--- src/bpa_pkg.sv ---
package bpa_pkg;

    // geometry of the managed frame space
    localparam int PAGE_COUNT = 4096;
    localparam int TOP_ORDER  = 10;
    localparam int NUM_ORD    = TOP_ORDER + 1;
    localparam int FRAME_W    = 12;
    localparam int LINK_W     = 13;
    localparam int PAGES_W    = 13;
    localparam int ORD_W      = 4;
    localparam int CNT_W      = 11;

    // list link that points nowhere
    localparam logic [LINK_W-1:0] LINK_NULL = 13'h1FFF;

    // page state codes, orders 0..TOP_ORDER mark a free block head
    localparam logic [ORD_W-1:0] ST_BODY  = 4'hD;
    localparam logic [ORD_W-1:0] ST_ALLOC = 4'hE;
    localparam logic [ORD_W-1:0] ST_RSVD  = 4'hF;

    // request opcodes
    localparam logic [1:0] OP_ADD   = 2'd0;
    localparam logic [1:0] OP_ALLOC = 2'd1;
    localparam logic [1:0] OP_FREE  = 2'd2;

    // response status codes
    localparam logic [1:0] STAT_OK      = 2'd0;
    localparam logic [1:0] STAT_INVALID = 2'd1;
    localparam logic [1:0] STAT_NOMEM   = 2'd2;
    localparam logic [1:0] STAT_IGNORED = 2'd3;

    typedef struct packed {
        logic [1:0]         op;
        logic [FRAME_W-1:0] frame;
        logic [PAGES_W-1:0] page_count;
    } req_t;

    typedef struct packed {
        logic [1:0]         status;
        logic [FRAME_W-1:0] result_frame;
    } rsp_t;

    // datapath micro-operations
    typedef enum logic [4:0] {
        DP_NOP,
        DP_CLEAR,
        DP_LOAD,
        DP_FINISH,
        DP_EMIT,
        DP_ADD_CLAMP,
        DP_ADD_SETUP,
        DP_ADD_STEP,
        DP_PUSH_A,
        DP_PUSH_B,
        DP_BODY,
        DP_ALLOC_INIT,
        DP_ALLOC_TAKE,
        DP_POP_LINK,
        DP_POP_CLR,
        DP_SPLIT,
        DP_MARK_INIT,
        DP_MARK,
        DP_FREE_RD,
        DP_FREE_INIT,
        DP_BUD_RD,
        DP_UL_HEAD,
        DP_UL_PRD,
        DP_UL_PNX,
        DP_UL_NX,
        DP_UL_PV,
        DP_FREE_PUSH
    } dp_op_t;

    typedef enum logic [4:0] {
        S_CLEAR,
        S_IDLE,
        S_DECODE,
        S_ADD_SETUP,
        S_PUSH_A,
        S_PUSH_B,
        S_BODY,
        S_ALLOC_SRCH,
        S_POP_LINK,
        S_POP_CLR,
        S_SPLIT,
        S_MARK,
        S_FREE_CHK,
        S_MERGE,
        S_BUDDY,
        S_PNEXT,
        S_UL_NX,
        S_UL_PV,
        S_FIN
    } ctl_state_t;

    typedef struct packed {
        dp_op_t     op;
        logic [1:0] fin_status;
    } cmd_t;

    typedef struct packed {
        logic [1:0] op_code;
        logic       pages_zero;
        logic       frame_zero;
        logic       alloc_bad;
        logic       found;
        logic       st_alloc;
        logic       free_ok;
        logic       k_top;
        logic       bud_match;
        logic       p_null;
        logic       head_is_b;
        logic       pnext_is_b;
        logic       split_more;
        logic       cnt_zero;
        logic       clr_last;
        logic       out_free;
    } sts_t;

    // smallest order whose block holds the page count, capped at the top order
    function automatic logic [ORD_W-1:0] order_for(input logic [PAGES_W-1:0] pages);
        logic [ORD_W-1:0] k;
        k = ORD_W'(TOP_ORDER);
        for (int i = TOP_ORDER - 1; i >= 0; i--)
        begin
            if ((PAGES_W'(1) << i) >= pages)
                k = ORD_W'(i);
        end
        return k;
    endfunction

    // largest aligned block order that fits in the remaining range
    function automatic logic [ORD_W-1:0] add_order(input logic [PAGES_W-1:0] frame,
                                                   input logic [PAGES_W-1:0] pages);
        logic [ORD_W-1:0] k;
        k = '0;
        for (int i = 1; i <= TOP_ORDER; i++)
        begin
            if (((PAGES_W'(1) << i) <= pages) &&
                ((frame & ((PAGES_W'(1) << i) - PAGES_W'(1))) == '0))
                k = ORD_W'(i);
        end
        return k;
    endfunction

    function automatic logic link_ok(input logic [LINK_W-1:0] l);
        return l < LINK_W'(PAGE_COUNT);
    endfunction

endpackage

--- src/bpa_ctrl.sv ---
module bpa_ctrl
    import bpa_pkg::*;
(
    input  logic clk,
    input  logic rst_n,
    input  logic in_valid,
    output logic in_ready,
    input  sts_t sts,
    output cmd_t cmd
);

    ctl_state_t state_reg;
    ctl_state_t state_next;

    // state register
    always_ff @(posedge clk or negedge rst_n)
    begin
        if (!rst_n)
            state_reg <= S_CLEAR;
        else
            state_reg <= state_next;
    end

    // next state
    always_comb
    begin
        state_next = state_reg;
        unique case (state_reg)
            S_CLEAR:
                if (sts.clr_last)
                    state_next = S_IDLE;
            S_IDLE:
                if (in_valid)
                    state_next = S_DECODE;
            S_DECODE:
                unique case (sts.op_code)
                    OP_ADD:
                        state_next = sts.pages_zero ? S_FIN : S_ADD_SETUP;
                    OP_ALLOC:
                        state_next = sts.alloc_bad ? S_FIN : S_ALLOC_SRCH;
                    OP_FREE:
                        state_next = (sts.frame_zero || sts.pages_zero) ? S_FIN : S_FREE_CHK;
                    default:
                        state_next = S_FIN;
                endcase
            S_ADD_SETUP:
                state_next = sts.pages_zero ? S_FIN : S_PUSH_A;
            S_PUSH_A:
                state_next = S_PUSH_B;
            S_PUSH_B:
                state_next = S_BODY;
            S_BODY:
                if (sts.cnt_zero)
                begin
                    priority case (sts.op_code)
                        OP_ADD:   state_next = S_ADD_SETUP;
                        OP_ALLOC: state_next = S_SPLIT;
                        default:  state_next = S_FIN;
                    endcase
                end
            S_ALLOC_SRCH:
                state_next = sts.found ? S_POP_LINK : S_FIN;
            S_POP_LINK:
                state_next = S_POP_CLR;
            S_POP_CLR:
                state_next = S_SPLIT;
            S_SPLIT:
                state_next = sts.split_more ? S_PUSH_A : S_MARK;
            S_MARK:
                if (sts.cnt_zero)
                    state_next = S_FIN;
            S_FREE_CHK:
                state_next = (sts.st_alloc && sts.free_ok) ? S_MERGE : S_FIN;
            S_MERGE:
                state_next = sts.k_top ? S_PUSH_A : S_BUDDY;
            S_BUDDY:
                priority if (!sts.bud_match)
                    state_next = S_PUSH_A;
                else if (sts.p_null)
                    state_next = sts.head_is_b ? S_UL_NX : S_PUSH_A;
                else
                    state_next = S_PNEXT;
            S_PNEXT:
                state_next = sts.pnext_is_b ? S_UL_NX : S_PUSH_A;
            S_UL_NX:
                state_next = S_UL_PV;
            S_UL_PV:
                state_next = S_MERGE;
            S_FIN:
                if (sts.out_free)
                    state_next = S_IDLE;
            default:
                state_next = S_CLEAR;
        endcase
    end

    // command outputs
    always_comb
    begin
        cmd.op         = DP_NOP;
        cmd.fin_status = STAT_OK;
        in_ready       = 1'b0;
        unique case (state_reg)
            S_CLEAR:
                cmd.op = DP_CLEAR;
            S_IDLE:
            begin
                in_ready = 1'b1;
                if (in_valid)
                    cmd.op = DP_LOAD;
            end
            S_DECODE:
                unique case (sts.op_code)
                    OP_ADD:
                        cmd.op = sts.pages_zero ? DP_FINISH : DP_ADD_CLAMP;
                    OP_ALLOC:
                    begin
                        cmd.op         = sts.alloc_bad ? DP_FINISH : DP_ALLOC_INIT;
                        cmd.fin_status = STAT_INVALID;
                    end
                    OP_FREE:
                    begin
                        cmd.op = (sts.frame_zero || sts.pages_zero) ? DP_FINISH : DP_FREE_RD;
                        cmd.fin_status = STAT_IGNORED;
                    end
                    default:
                    begin
                        cmd.op         = DP_FINISH;
                        cmd.fin_status = STAT_INVALID;
                    end
                endcase
            S_ADD_SETUP:
                cmd.op = sts.pages_zero ? DP_FINISH : DP_ADD_SETUP;
            S_PUSH_A:
                cmd.op = DP_PUSH_A;
            S_PUSH_B:
                cmd.op = DP_PUSH_B;
            S_BODY:
                if (!sts.cnt_zero)
                    cmd.op = DP_BODY;
                else if (sts.op_code == OP_ADD)
                    cmd.op = DP_ADD_STEP;
                else if (sts.op_code == OP_FREE)
                    cmd.op = DP_FINISH;
            S_ALLOC_SRCH:
            begin
                cmd.op         = sts.found ? DP_ALLOC_TAKE : DP_FINISH;
                cmd.fin_status = STAT_NOMEM;
            end
            S_POP_LINK:
                cmd.op = DP_POP_LINK;
            S_POP_CLR:
                cmd.op = DP_POP_CLR;
            S_SPLIT:
                cmd.op = sts.split_more ? DP_SPLIT : DP_MARK_INIT;
            S_MARK:
                cmd.op = sts.cnt_zero ? DP_FINISH : DP_MARK;
            S_FREE_CHK:
            begin
                cmd.op = (sts.st_alloc && sts.free_ok) ? DP_FREE_INIT : DP_FINISH;
                cmd.fin_status = STAT_IGNORED;
            end
            S_MERGE:
                cmd.op = sts.k_top ? DP_FREE_PUSH : DP_BUD_RD;
            S_BUDDY:
                priority if (!sts.bud_match)
                    cmd.op = DP_FREE_PUSH;
                else if (sts.p_null)
                    cmd.op = sts.head_is_b ? DP_UL_HEAD : DP_FREE_PUSH;
                else
                    cmd.op = DP_UL_PRD;
            S_PNEXT:
                cmd.op = sts.pnext_is_b ? DP_UL_PNX : DP_FREE_PUSH;
            S_UL_NX:
                cmd.op = DP_UL_NX;
            S_UL_PV:
                cmd.op = DP_UL_PV;
            S_FIN:
                if (sts.out_free)
                    cmd.op = DP_EMIT;
            default:
                cmd.op = DP_NOP;
        endcase
    end

endmodule

--- config.mk ---
export PLATFORM = sky130hd
export DESIGN_NAME = bpa_ctrl
export DESIGN_NICKNAME = d
export VERILOG_FILES = /design/src/bpa_pkg.sv /design/src/bpa_ctrl.sv
export SDC_FILE = /design/constraint.sdc
export NUM_CORES = 1
export LEC_CHECK = 0
export ABC_AREA = 1
export BUFFER_PORTS_ARGS = -buffer_cell sky130_fd_sc_hd__buf_2
export CAP_MARGIN = 20
export CORE_MARGIN = 2
export CORE_UTILIZATION = 32
export CTS_CLUSTER_DIAMETER = 120
export DETAILED_ROUTE_END_ITERATION = 7
export PLACE_DENSITY = 0.55
export SYNTH_ARGS = -nofsm -noshare
export SYNTH_HDL_FRONTEND = slang
export SYNTH_SLANG_ARGS = --single-unit
--- constraint.sdc ---
create_clock -name clk -period 1.55 [get_ports clk]
set_input_delay 0.31 -clock clk [delete_from_list [all_inputs] [get_ports clk]]
set_output_delay 0.31 -clock clk [all_outputs]
set_load 0.005 [all_outputs]
* Word level (Yosys, flattened, before mapping)
Cells that the tools add are included.
** Cells by class
- Add/subtract/negate cells :: 0
- Multiply operators :: 0
- Divide/modulo/power cells :: 0
- $lt $le $gt $ge :: 0
- Eq/ne operators :: 25
- Shift operators :: 0
- Multiplexer cells :: 43
- Bitwise operators :: 0
- Reductions and logical operators :: 5
** Operators with widths (number)
- $pmux W5 S19 :: 2
- $mux W5 :: 21
- $eq A5 B4 Y1 const B :: 8
- $mux W4 :: 9
- $pmux W5 S3 :: 2
- $eq A5 B3 Y1 const B :: 4
- $eq A5 B5 Y1 const B :: 3
- $eq A5 B2 Y1 const B :: 2
- $ne A2 B2 Y1 const B :: 5
- $pmux W5 S2 :: 1
- $mux W3 :: 3
- $pmux W2 S3 :: 1
- $eq A5 B1 Y1 const B :: 1
- $logic_not A5 Y1 :: 1
- $reduce_and A5 Y1 :: 1
- $mux W2 :: 2
- $pmux W2 S2 :: 1
- $eq A2 B1 Y1 const B :: 1
- $eq A2 B2 Y1 const B :: 1
- $logic_not A2 Y1 :: 1
- $logic_and A1 B1 Y1 :: 1
- $logic_or A1 B1 Y1 :: 1
- $mux W1 :: 1
** Word-level totals
- Flip-flop bits (word level) :: 5
- Bits in latches :: 0
- Memory bits (writable) :: 0
- Memory bits (read-only) :: 0
- Output and inout bits :: 8
- Logic and storage cells :: 74
- Memories :: 0

* Depth between registers and ports, before layout
Gate-level depths: netlist (run 1).
- Depth after elaboration :: 5
- Depth in mapped cells :: 12
- Gate-level depth less buffers :: 12

* Least setup slack after synthesis (run 1)
No wires, ideal clock.
- Path type :: reg2out
- From :: register state_reg[4]
- To :: output cmd[6] in the netlist's numbering
- Data arrival time :: 1.205 ns
- Slack :: 0.035 ns
- Cell stages (with the launch flop) :: 8
- Cell sequence :: dfrtp_1 -> buf_6 -> inv_4 -> nand3_1 -> nor2_1 -> nand2_1 -> and3_1 -> nand3b_1
** RTL lines
- start, declared :: line bpa_ctrl.sv:12 : ctl_state_t state_reg;
- start signal, assigned :: line bpa_ctrl.sv:21 : state_reg <= state_next;
- end, declared :: line bpa_ctrl.sv:9 : output cmd_t cmd

==> metrics.md, run 1 <==
| Metric | Value |
|---|---|
| Status | `complete, but fails checks` |
| Failing checks | `negative setup slack` |
| Required @ worst endpoint | `1240 ps` |
| Die width | `63.3 µm` |
| Worst min-delay path class | `input pin to flop` |
| Post-Layout Cell Count | `approximately 360` |
| Final setup violation count | `12` |
| DRT Pass-1 Iters | `4` |
| Max cap viols | `0` |
| Synth top area cells | `nand2_1, nor2_1, nand3_1` |
| Synth area leader | `nand2_1` |
| Die ar. | `roughly 0.004 mm²` |
| Design area | `just under 0.002 mm²` |
| CTS tree | `yes` |
| Peak VDD IR | `478 µV` |
| IO Port Bufs | `27` |
| Top-area cell type share of the netlist area | `0.227` |
| DR vias | `approximately 1700` |
| Synth cell types | `23` |
| Synthesized area per cell | `5.17 µm²` |
| CTS sink cnt | `5` |
| Vias in the first global route | `about 1600` |
| Slew headroom | `0.775` |
| CP Capture Type | `output port` |
| Post-Route M1 WL | `between 1.5 and 2 mm` |
| DR WL/cell | `12.2 µm` |
| DR DRC count | `0` |
| P&R area growth vs syn | `76.2%` |
| CTS H-tree lvls | `1` |
| PD cells | `~1400 mW/mm²` |
| Vias/cell | `4.81` |
| GPL Wtd Cong | `just over 0.9` |
| #FFs+latches synth | `5` |
| Placed Area | `between 0.0015 and 0.002 mm²` |
| Register area share after synthesis | `0.111` |
| Clk_lat worst skew | `roughly 240 ps` |
| Clk root buf | `clkbuf_4` |
| Initial antenna violation count | `0` |
| CTS Buffer Depth | `2` |
| Slew Limit Fails | `0` |
| DR iter-0 viols | `between 70 and 80` |
| Met2 wire length | `around 2.2 mm` |
| Post-Synthesis Cells | `roughly 220` |
| Core Area | `between 0.003 and 0.004 mm²` |
| Initial Util | `0.335` |
| Final wirelength | `4.39 mm` |
| # diodes | `0` |
| Top Layer Used | `met4` |
| Setup WS post-layout | `-366 ps` |
| Clock Skews | `approximately 4.8 ps` |
| Share of layout cells above drive strength 1 | `0.455` |
| Setup tns final | `-2530 ps` |
| Layout net count | `339` |
| Min cycle time layout | `around 1900 ps` |
| Fmax | `522 MHz` |
| Worst slack, placed | `-222 ps` |
| Num CTS Buffers | `3` |
| Post-Syn Area | `about 0.0011 mm²` |
| RSZ-0062 raised after global routing | `yes` |
| Placed cells | `345` |
| Worst EP arrival | `between 1500 and 2000 ps` |
| Overall routing resource usage | `0.216` |
| First-pass GRT wire length | `6.93 mm` |
| Met3 WL post-DR | `between 200 and 250 µm` |
| Worst-Margin Slew | `about 340 ps` |
| Hpwl dp | `3.53 mm` |
| Leakage Power | `around 1.2 nW` |
| GRT overflow | `0` |
| Crit path max fanout | `4` |
| Synth Warn # | `0` |
| Tcrit/Tclk final | `1.24` |
| Utilization after layout | `0.590` |
| Largest net degree at the start of global routing | `8` |
| Largest register FFs | `5` |
| Final count of hold timing violations | `0` |
| R2R setup slack | `-40 ps` |
| CP Launch Type | `flop` |
| Worst Setup Path Type | `flop to output port` |
| Worst-path clk slew | `40 ps` |
| Cell Rows | `21` |
| Die H | `between 60 and 70 µm` |
| Syn nets | `244` |
| I/O pin count | `28` |
| Fillers | `355` |
| Post-DRT Antenna Nets | `0` |
-- routing by layer --
metal / track usage / vias to the layer above
li1: - / 883
met1: 0.275 / 783
met2: 0.379 / 49
met3: 0.0196 / 6
met4: 0.0707 / 0
met5: 0 / -
-- final cells by class --
class / count / area [µm²] / area share
repair buffers: 91 / 644 / 0.325
well taps: 46 / 57.6 / 0.0290
multi-input cells: 179 / 997 / 0.503
flip-flops and latches: 5 / 130 / 0.0656
clock buffers: 4 / 26.3 / 0.0132
inverters: 33 / 129 / 0.0649
-- power breakdown --
part / leakage [nW] / total [mW] / switching, mW / internal (mW)
sequential: 0.0596 / 0.296 / 0.0960 / 0.200
combinational: 1.12 / 2.39 / 1.25 / 1.14
clock: 0.0150 / 0.149 / 0.0517 / 0.0972
total: 1.19 / 2.84 / 1.40 / 1.44
-- Yosys cell counts (all sizes together) --
| cell | number |
|---|---|
| nand4 | 4 |
| o21ai | 12 |
| and3 | 1 |
| or2 | 2 |
| nor2 | 44 |
| a21oi | 1 |
| nor3 | 6 |
| a31oi | 1 |
| nand3 | 27 |
| inv | 33 |
| buf | 1 |
| dfrtp | 5 |
| nand3b | 5 |
| nand2 | 69 |
| o22ai | 1 |
| ha | 6 |
-- path summary, 6_finish.rpt --
| path | cells past startpoint | startpoint | to |
|---|---|---|---|
| max in group asynchronous | 2 | rst_n | state_reg[1] |
| setup / recovery | 9 | state_reg[0] | cmd[2] |
| setup reg to reg | 9 | state_reg[2] | state_reg[4] |
| hold reg to reg | 3 | state_reg[0] | state_reg[0] |
| hold / removal | 4 | sts[0] | state_reg[4] |
| min in group asynchronous | 2 | rst_n | state_reg[2] |
-- worst max-delay path: stages, from the launching register on --
cell and delay, ps:
dfrtp_2 450, buf_6 140, nor2_4 140, nand2_2 90
nor2_4 110, nand2_1 70, o21ai_2 120, nor2_1 60
nand3b_1 80, buf_2 110
-- kinds of logic (layout without fill, tap and decap cells) --
logic type	count (synthesis)	count (layout)	synth area share
adders and majority gates	6	6	0.0667
and+or+nand+nor	158	158	0.631
AOI/OAI and AO/OA	15	15	0.0689
DFF	5	5	0.111
buffers and inverters	34	128	0.122
-- through the flow --
| stage | hold WS, ps | total power [mW] |
|---|---|---|
| finish | 392 | 2.84 |
| global placement | 130 | 2.17 |
| detailed placement | 131 | 2.16 |
| CTS | 385 | 2.58 |
| floorplan | 14.4 | 1.24 |
| global route | 408 | 3.07 |
-- cell usage in the layout (no fill, tap or decap), types with 2 or more instances in the layout --
| master | instances |
|---|---|
| nand3_1 | 21 |
| nor2_4 | 9 |
| inv_4 | 2 |
| nand3_2 | 5 |
| buf_4 | 56 |
| inv_2 | 4 |
| nand4_1 | 4 |
| dfrtp_2 | 4 |
| ha_1 | 6 |
| o21ai_0 | 5 |
| nand2_1 | 56 |
| nor2_1 | 29 |
| nand2_2 | 12 |
| nor2_2 | 6 |
| nor3_1 | 5 |
| o21ai_1 | 6 |
| buf_6 | 7 |
| clkbuf_4 | 3 |
| buf_2 | 27 |
| inv_1 | 27 |
| nand3b_1 | 5 |
-- what timing repair did --
item                                    in CTS  in global routing
resized for setup                           25                 35
pin swaps                                    8                 17
hold endpoints to repair                     5                  0
setup buffers                                6                  3
endpoints found under the setup margin      12                 13
hold buffers                                 1                  0
(Power assumes the default switching activity.)
==> run 2: changes to the inputs <==
- CORE_UTILIZATION: 32 -> 45
- PLACE_DENSITY: 0.55 -> 0.73
==> run 2 against run 1 <==
Maximum frequency decreased by 9.2%. The flow still finishes with violations (negative setup slack). Critical path type unchanged. Flip-flop and latch count unchanged. Setup slack got worse by 190 ps.
==> metrics.md, run 2 (synthesis gave the netlist of run 1 again) <==
| Metric | Value |
|---|---|
| Status | `complete, but fails checks` |
| Failing checks | `negative setup slack` |
| Max cap viols | `0` |
| Core Area | `around 0.0024 mm²` |
| DR vias | `roughly 2000` |
| Design area | `~0.0019 mm²` |
| Vias in the first global route | `about 1800` |
| Initial antenna violation count | `0` |
| RSZ-0062 raised after global routing | `yes` |
| Largest net degree at the start of global routing | `9` |
| Leakage Power | `around 1.2 nW` |
| CTS H-tree lvls | `1` |
| DR WL/cell | `approximately 18 µm` |
| CP Capture Type | `output port` |
| Fmax | `~470 MHz` |
| Met3 usage in global routing | `0.117` |
| Clock Skews | `11.5 ps` |
| Fillers | `165` |
| Final setup violation count | `13` |
| Hold EP | `state_reg[4]` |
| Crit path max fanout | `5` |
| # diodes | `0` |
| Num CTS Buffers | `3` |
| DRT Pass-1 Iters | `5` |
| Post-Layout Cell Count | `between 300 and 400` |
| DR iter-0 viols | `188` |
| R2R setup slack | `-340 ps` |
| PD cells | `1550 mW/mm²` |
| CTS tree | `yes` |
| Min cycle time layout | `2110 ps` |
| Beginning of the worst register-to-register path | `state_reg[0]` |
| Worst Setup SP | `state_reg[0]` |
| Initial Util | `0.463` |
| CTS Buffer Depth | `2` |
| Worst EP arrival | `1800 ps` |
| End of the worst register-to-register path | `state_reg[1]` |
| Cell Rows | `18` |
| CP Launch Type | `flop` |
| Psw | `1.65 mW` |
| Slew Limit Fails | `0` |
| Placed Area | `approximately 0.0016 mm²` |
| Hold path depth | `4` |
| Commonest non-fill, non-tap cells in the layout | `nand2_1, buf_4, inv_1` |
| Die ar. | `0.00292 mm²` |
| I/O pin count | `28` |
| IO Port Bufs | `27` |
| Internal power | `1.36 mW` |
| Slew headroom | `0.773` |
| Overall routing resource usage | `0.395` |
| Placed cells | `around 320` |
| Worst-Margin Slew | `338 ps` |
| GRT overflow | `0` |
| GPL Wtd Cong | `approximately 1` |
| Comb pwr share | `0.838` |
| GR Util met2 | `0.632` |
| M1 GR Usage | `0.468` |
| Clock power share | `0.058` |
| Setup WS post-layout | `-560 ps` |
| Worst Setup Path Type | `flop to output port` |
| Required @ worst endpoint | `1240 ps` |
| Die width | `54.0 µm` |
| Busiest layer in global routing | `met2` |
| Worst-path clk slew | `approximately 60 ps` |
| Clk root buf | `clkbuf_4` |
| Vias/cell | `between 6 and 7` |
| Most common cell after layout, fill and taps aside | `nand2_1` |
| Clk_lat worst skew | `around 260 ps` |
| P&R area growth vs syn | `72.0%` |
| Worst r2r path cells | `13` |
| CTS sink cnt | `5` |
| Sequential Power Share | `0.104` |
| Register area | `approximately 130 µm²` |
| Die H | `54.0 µm` |
| Largest register FFs | `5` |
| Layout net count | `~330` |
| Worst min-delay path class | `input pin to flop` |
| HP Start | `sts[0]` |
| Peak VDD IR | `roughly 1500 µV` |
| Share of layout cells above drive strength 1 | `0.467` |
| Hpwl dp | `3.34 mm` |
| Switching share of total power | `0.549` |
| Final wirelength | `a little over 6 mm` |
| First-pass GRT wire length | `8.28 mm` |
| DR DRC count | `0` |
| Post-DRT Antenna Nets | `0` |
| Multi-input gate area | `0.00104 mm²` |
| Final count of hold timing violations | `0` |
| Tcrit/Tclk final | `1.36` |
-- run 2: changes by cell type in the layout (fill, tap and decap cells not counted), sizes merged --
| cell | before | now |
|---|---|---|
| buf | 90 | 81 |
| nor2 | 44 | 45 |
-- run 2: layer usage --
| layer | vias up | part of all wire |
|---|---|---|
| li1 | 867 | - |
| met2 | 223 | 0.44 |
| met4 | 0 | 0.11 |
| met5 | - | 0 |
| met1 | 851 | 0.32 |
| met3 | 87 | 0.13 |
-- run 2: how the worst max path moves through the flow --
stage | depth (start not counted) | to | slack (ps)
global placement | 9 | cmd[3] | -210
detailed placement | 9 | cmd[3] | -220
global route | 8 | cmd[5] | -590
floorplan | 7 | cmd[6] | 40
finish | 10 | cmd[4] | -560
CTS | 7 | cmd[6] | -330
-- run 2: power groups by stage --
| stage | Sequential [mW] | Clock [mW] | Combinational, mW |
|---|---|---|---|
| final | 0.313 | 0.175 | 2.52 |
| after global routing | 0.318 | 0.171 | 2.68 |
| after CTS | 0.294 | 0.159 | 2.08 |
| after detailed placement | 0.277 | 0 | 1.69 |
| after global placement | 0.275 | 0 | 1.70 |
| after floorplan | 0.265 | 0 | 0.974 |
-- run 2: cell type report --
class / instances / area share
Timing Repair Buffer: 82 / 0.296
Inverter: 33 / 0.0665
Multi-Input combinational cell: 180 / 0.537
Clock buffer: 4 / 0.0136
Tap cell: 30 / 0.0194
Sequential cell: 5 / 0.0678
-- run 2: critical path, cell delays in order (launching register included) --
cell     delay (ps)
dfrtp_2         470
inv_4           110
nand2_4          90
nor2_4          230
nand2_2         110
inv_1           120
nand2_1          90
nand2_1          90
nor2_1           50
nand3_1          70
buf_2           100
-- run 2: per-stage QoR --
stage	hold slack [ps]	TNS [ps]	total power, mW	utilization	setup slack [ps]
floorplan	14.4	0	1.24	-	35.4
global placement	130	-1660	1.97	0.659	-206
detailed placement	132	-1620	1.97	0.659	-216
CTS	375	-2290	2.53	0.757	-335
global route	420	-4950	3.17	0.796	-589
finish	386	-4360	3.01	0.796	-560
-- run 2: repair_timing --
action / in CTS / in global routing
endpoints found under the setup margin: 13 / 13
pin swaps: 9 / 11
gates cloned: 1 / 0
gates resized for setup: 49 / 19
hold buffers: 1 / 0
endpoints found under the hold margin: 5 / 0
buffers inserted: 7 / 5
==> run 3: changes to the inputs <==
- PLACE_DENSITY: 0.73 -> 0.72
==> run 3 against run 2 <==
The flow still finishes with violations (negative setup slack). Sequential power up 18%. Total power decreased by 2.1%. Via count shrank 6.1%. Critical path depth down 3. Critical path type unchanged. Largest power group unchanged.
==> metrics.md, run 3 (synthesis gave the netlist of run 1 again) <==
| Metric | Value |
|---|---|
| Cell Rows | `18` |
| DR iter-0 viols | `about 180` |
| CTS H-tree lvls | `1` |
| DRT Pass-1 Iters | `8` |
| P&R area growth vs syn | `71.4%` |
| CTS sink cnt | `5` |
| CP Capture Type | `output port` |
| I/O pin count | `28` |
| Max cap viols | `0` |
| DR vias | `between 1500 and 2000` |
| Total power | `about 3 mW` |
| Clock Skews | `roughly 7.3 ps` |
| GPL Wtd Cong | `~1` |
| Commonest non-fill, non-tap cells in the layout | `nand2_1, buf_4, nor2_1` |
| Most common cell after layout, fill and taps aside | `nand2_1` |
| GRT overflow | `0` |
| Slew headroom | `0.715` |
| Failing checks | `negative setup slack` |
| First-pass GRT wire length | `roughly 6.7 mm` |
| Leakage Power | `about 1.1 nW` |
| Core Area | `around 0.0024 mm²` |
| CTS tree | `yes` |
| # diodes | `0` |
| Clk_lat worst skew | `between 200 and 300 ps` |
| Status | `complete, but fails checks` |
| Fmax | `around 480 MHz` |
| Final wirelength | `roughly 5.1 mm` |
| Post-DRT Antenna Nets | `0` |
| Register area | `roughly 130 µm²` |
| Share of layout cells above drive strength 1 | `0.458` |
| Worst Setup Path Type | `flop to output port` |
| DR WL/cell | `between 15 and 20 µm` |
| Overall routing resource usage | `0.327` |
| Delay-heaviest family, CP | `simple AND/OR/NAND/NOR gates` |
| RSZ-0062 raised after global routing | `yes` |
| Critical Path, Cell by Cell | `buf_6 > nor2_4 > nand2_2 > o21ai_1 > nor2_1 > nand4_1 > buf_2` |
| CP Launch Type | `flop` |
| IO Port Bufs | `27` |
| Worst path slowest cell | `dfrtp_2` |
| Layout net count | `~330` |
| Fillers | `about 170` |
| DR DRC count | `0` |
| Min cycle time layout | `approximately 2100 ps` |
| Worst min-delay path class | `input pin to async pin` |
| Worst-path clk slew | `~50 ps` |
| Placed cells | `about 320` |
| Peak VDD IR | `~1600 µV` |
| Final count of hold timing violations | `0` |
| Final setup violation count | `13` |
| Sum of buffers and inverters on the critical path | `2` |
| Worst EP arrival | `1780 ps` |
| Setup WS post-layout | `-542 ps` |
| Num CTS Buffers | `3` |
| Initial Util | `0.463` |
| Worst-Margin Slew | `around 420 ps` |
| PD cells | `1520 mW/mm²` |
| Vias/cell | `5.79` |
| Multi-input gate area | `about 0.0011 mm²` |
| Required @ worst endpoint | `1240 ps` |
| Largest net degree at the start of global routing | `8` |
| Hpwl dp | `around 3.3 mm` |
| Vias in the first global route | `~1500` |
| Crit path max fanout | `6` |
| Largest register FFs | `5` |
| CTS Buffer Depth | `2` |
| Clk root buf | `clkbuf_4` |
| Max incr delay on CP | `470 ps` |
| Tcrit/Tclk final | `1.35` |
| Worst hold slack | `between 300 and 400 ps` |
| Die H | `around 54 µm` |
| Post-Layout Cell Count | `roughly 330` |
| Die ar. | `around 0.003 mm²` |
| Die width | `54.0 µm` |
| Initial antenna violation count | `0` |
| Slew Limit Fails | `0` |
==> run 3: where the power goes <==
part	internal [mW]	total, mW	switching, mW	leakage [nW]
logic	1.04	2.39	1.36	1.08
clock network	0.0990	0.180	0.0806	0.0150
registers	0.201	0.368	0.167	0.0581
total	1.34	2.94	1.61	1.15
==> run 3: per-stage QoR <==
step,util,setup slack (ps),setup TNS (ps),cell area [µm²]
CTS,0.730,-375,-2680,1780
finish,0.794,-542,-4190,1930
global route,0.794,-683,-5580,1930
detailed placement,0.665,-243,-1780,1620
global placement,0.665,-240,-1570,1620
floorplan,-,35.4,0,1130
==> run 3: what timing repair did <==
item	CTS	global route
endpoints found under the hold margin	5	0
hold buffers	1	0
buffers inserted	3	2
setup endpoints to repair	13	13
gates resized for setup	34	41
cloned	1	0
pin swaps	11	21
==> run 3: worst register-to-register path: stages, from the launching register on <==
cell,delay [ps]
dfrtp_2,480
clkinv_4,130
nor2_4,200
buf_4,140
nand3_1,80
o21ai_1,370
nor2_4,110
nand2_1,80
nand2_1,60
==> run 3: final timing paths <==
check,startpoint,end,slack [ps],cells after the start
max,state_reg[4],cmd[3],-540,7
min,rst_n,state_reg[4],370,2
max reg2reg,state_reg[0],state_reg[1],-220,8
min reg2reg,state_reg[1],state_reg[1],760,2
max in group asynchronous,rst_n,state_reg[0],1020,2
min in group clk,sts[0],state_reg[4],380,4
==> run 3: area by class of cell <==
type                            count  share of cell area
Clock buffer                        4              0.0136
Timing Repair Buffer               77               0.273
Multi-Input combinational cell    180               0.556
Sequential cell                     5              0.0680
Inverter                           33              0.0693
Tap cell                           30              0.0194
==> run 3: metal layers <==
metal  up-vias  global-route usage  routed length [µm]
met5         -                   0                   0
met4         0               0.158                 366
met3        52              0.0806                 648
met2       167               0.533                2310
met1       830               0.399                1780
li1        856                   -                   -
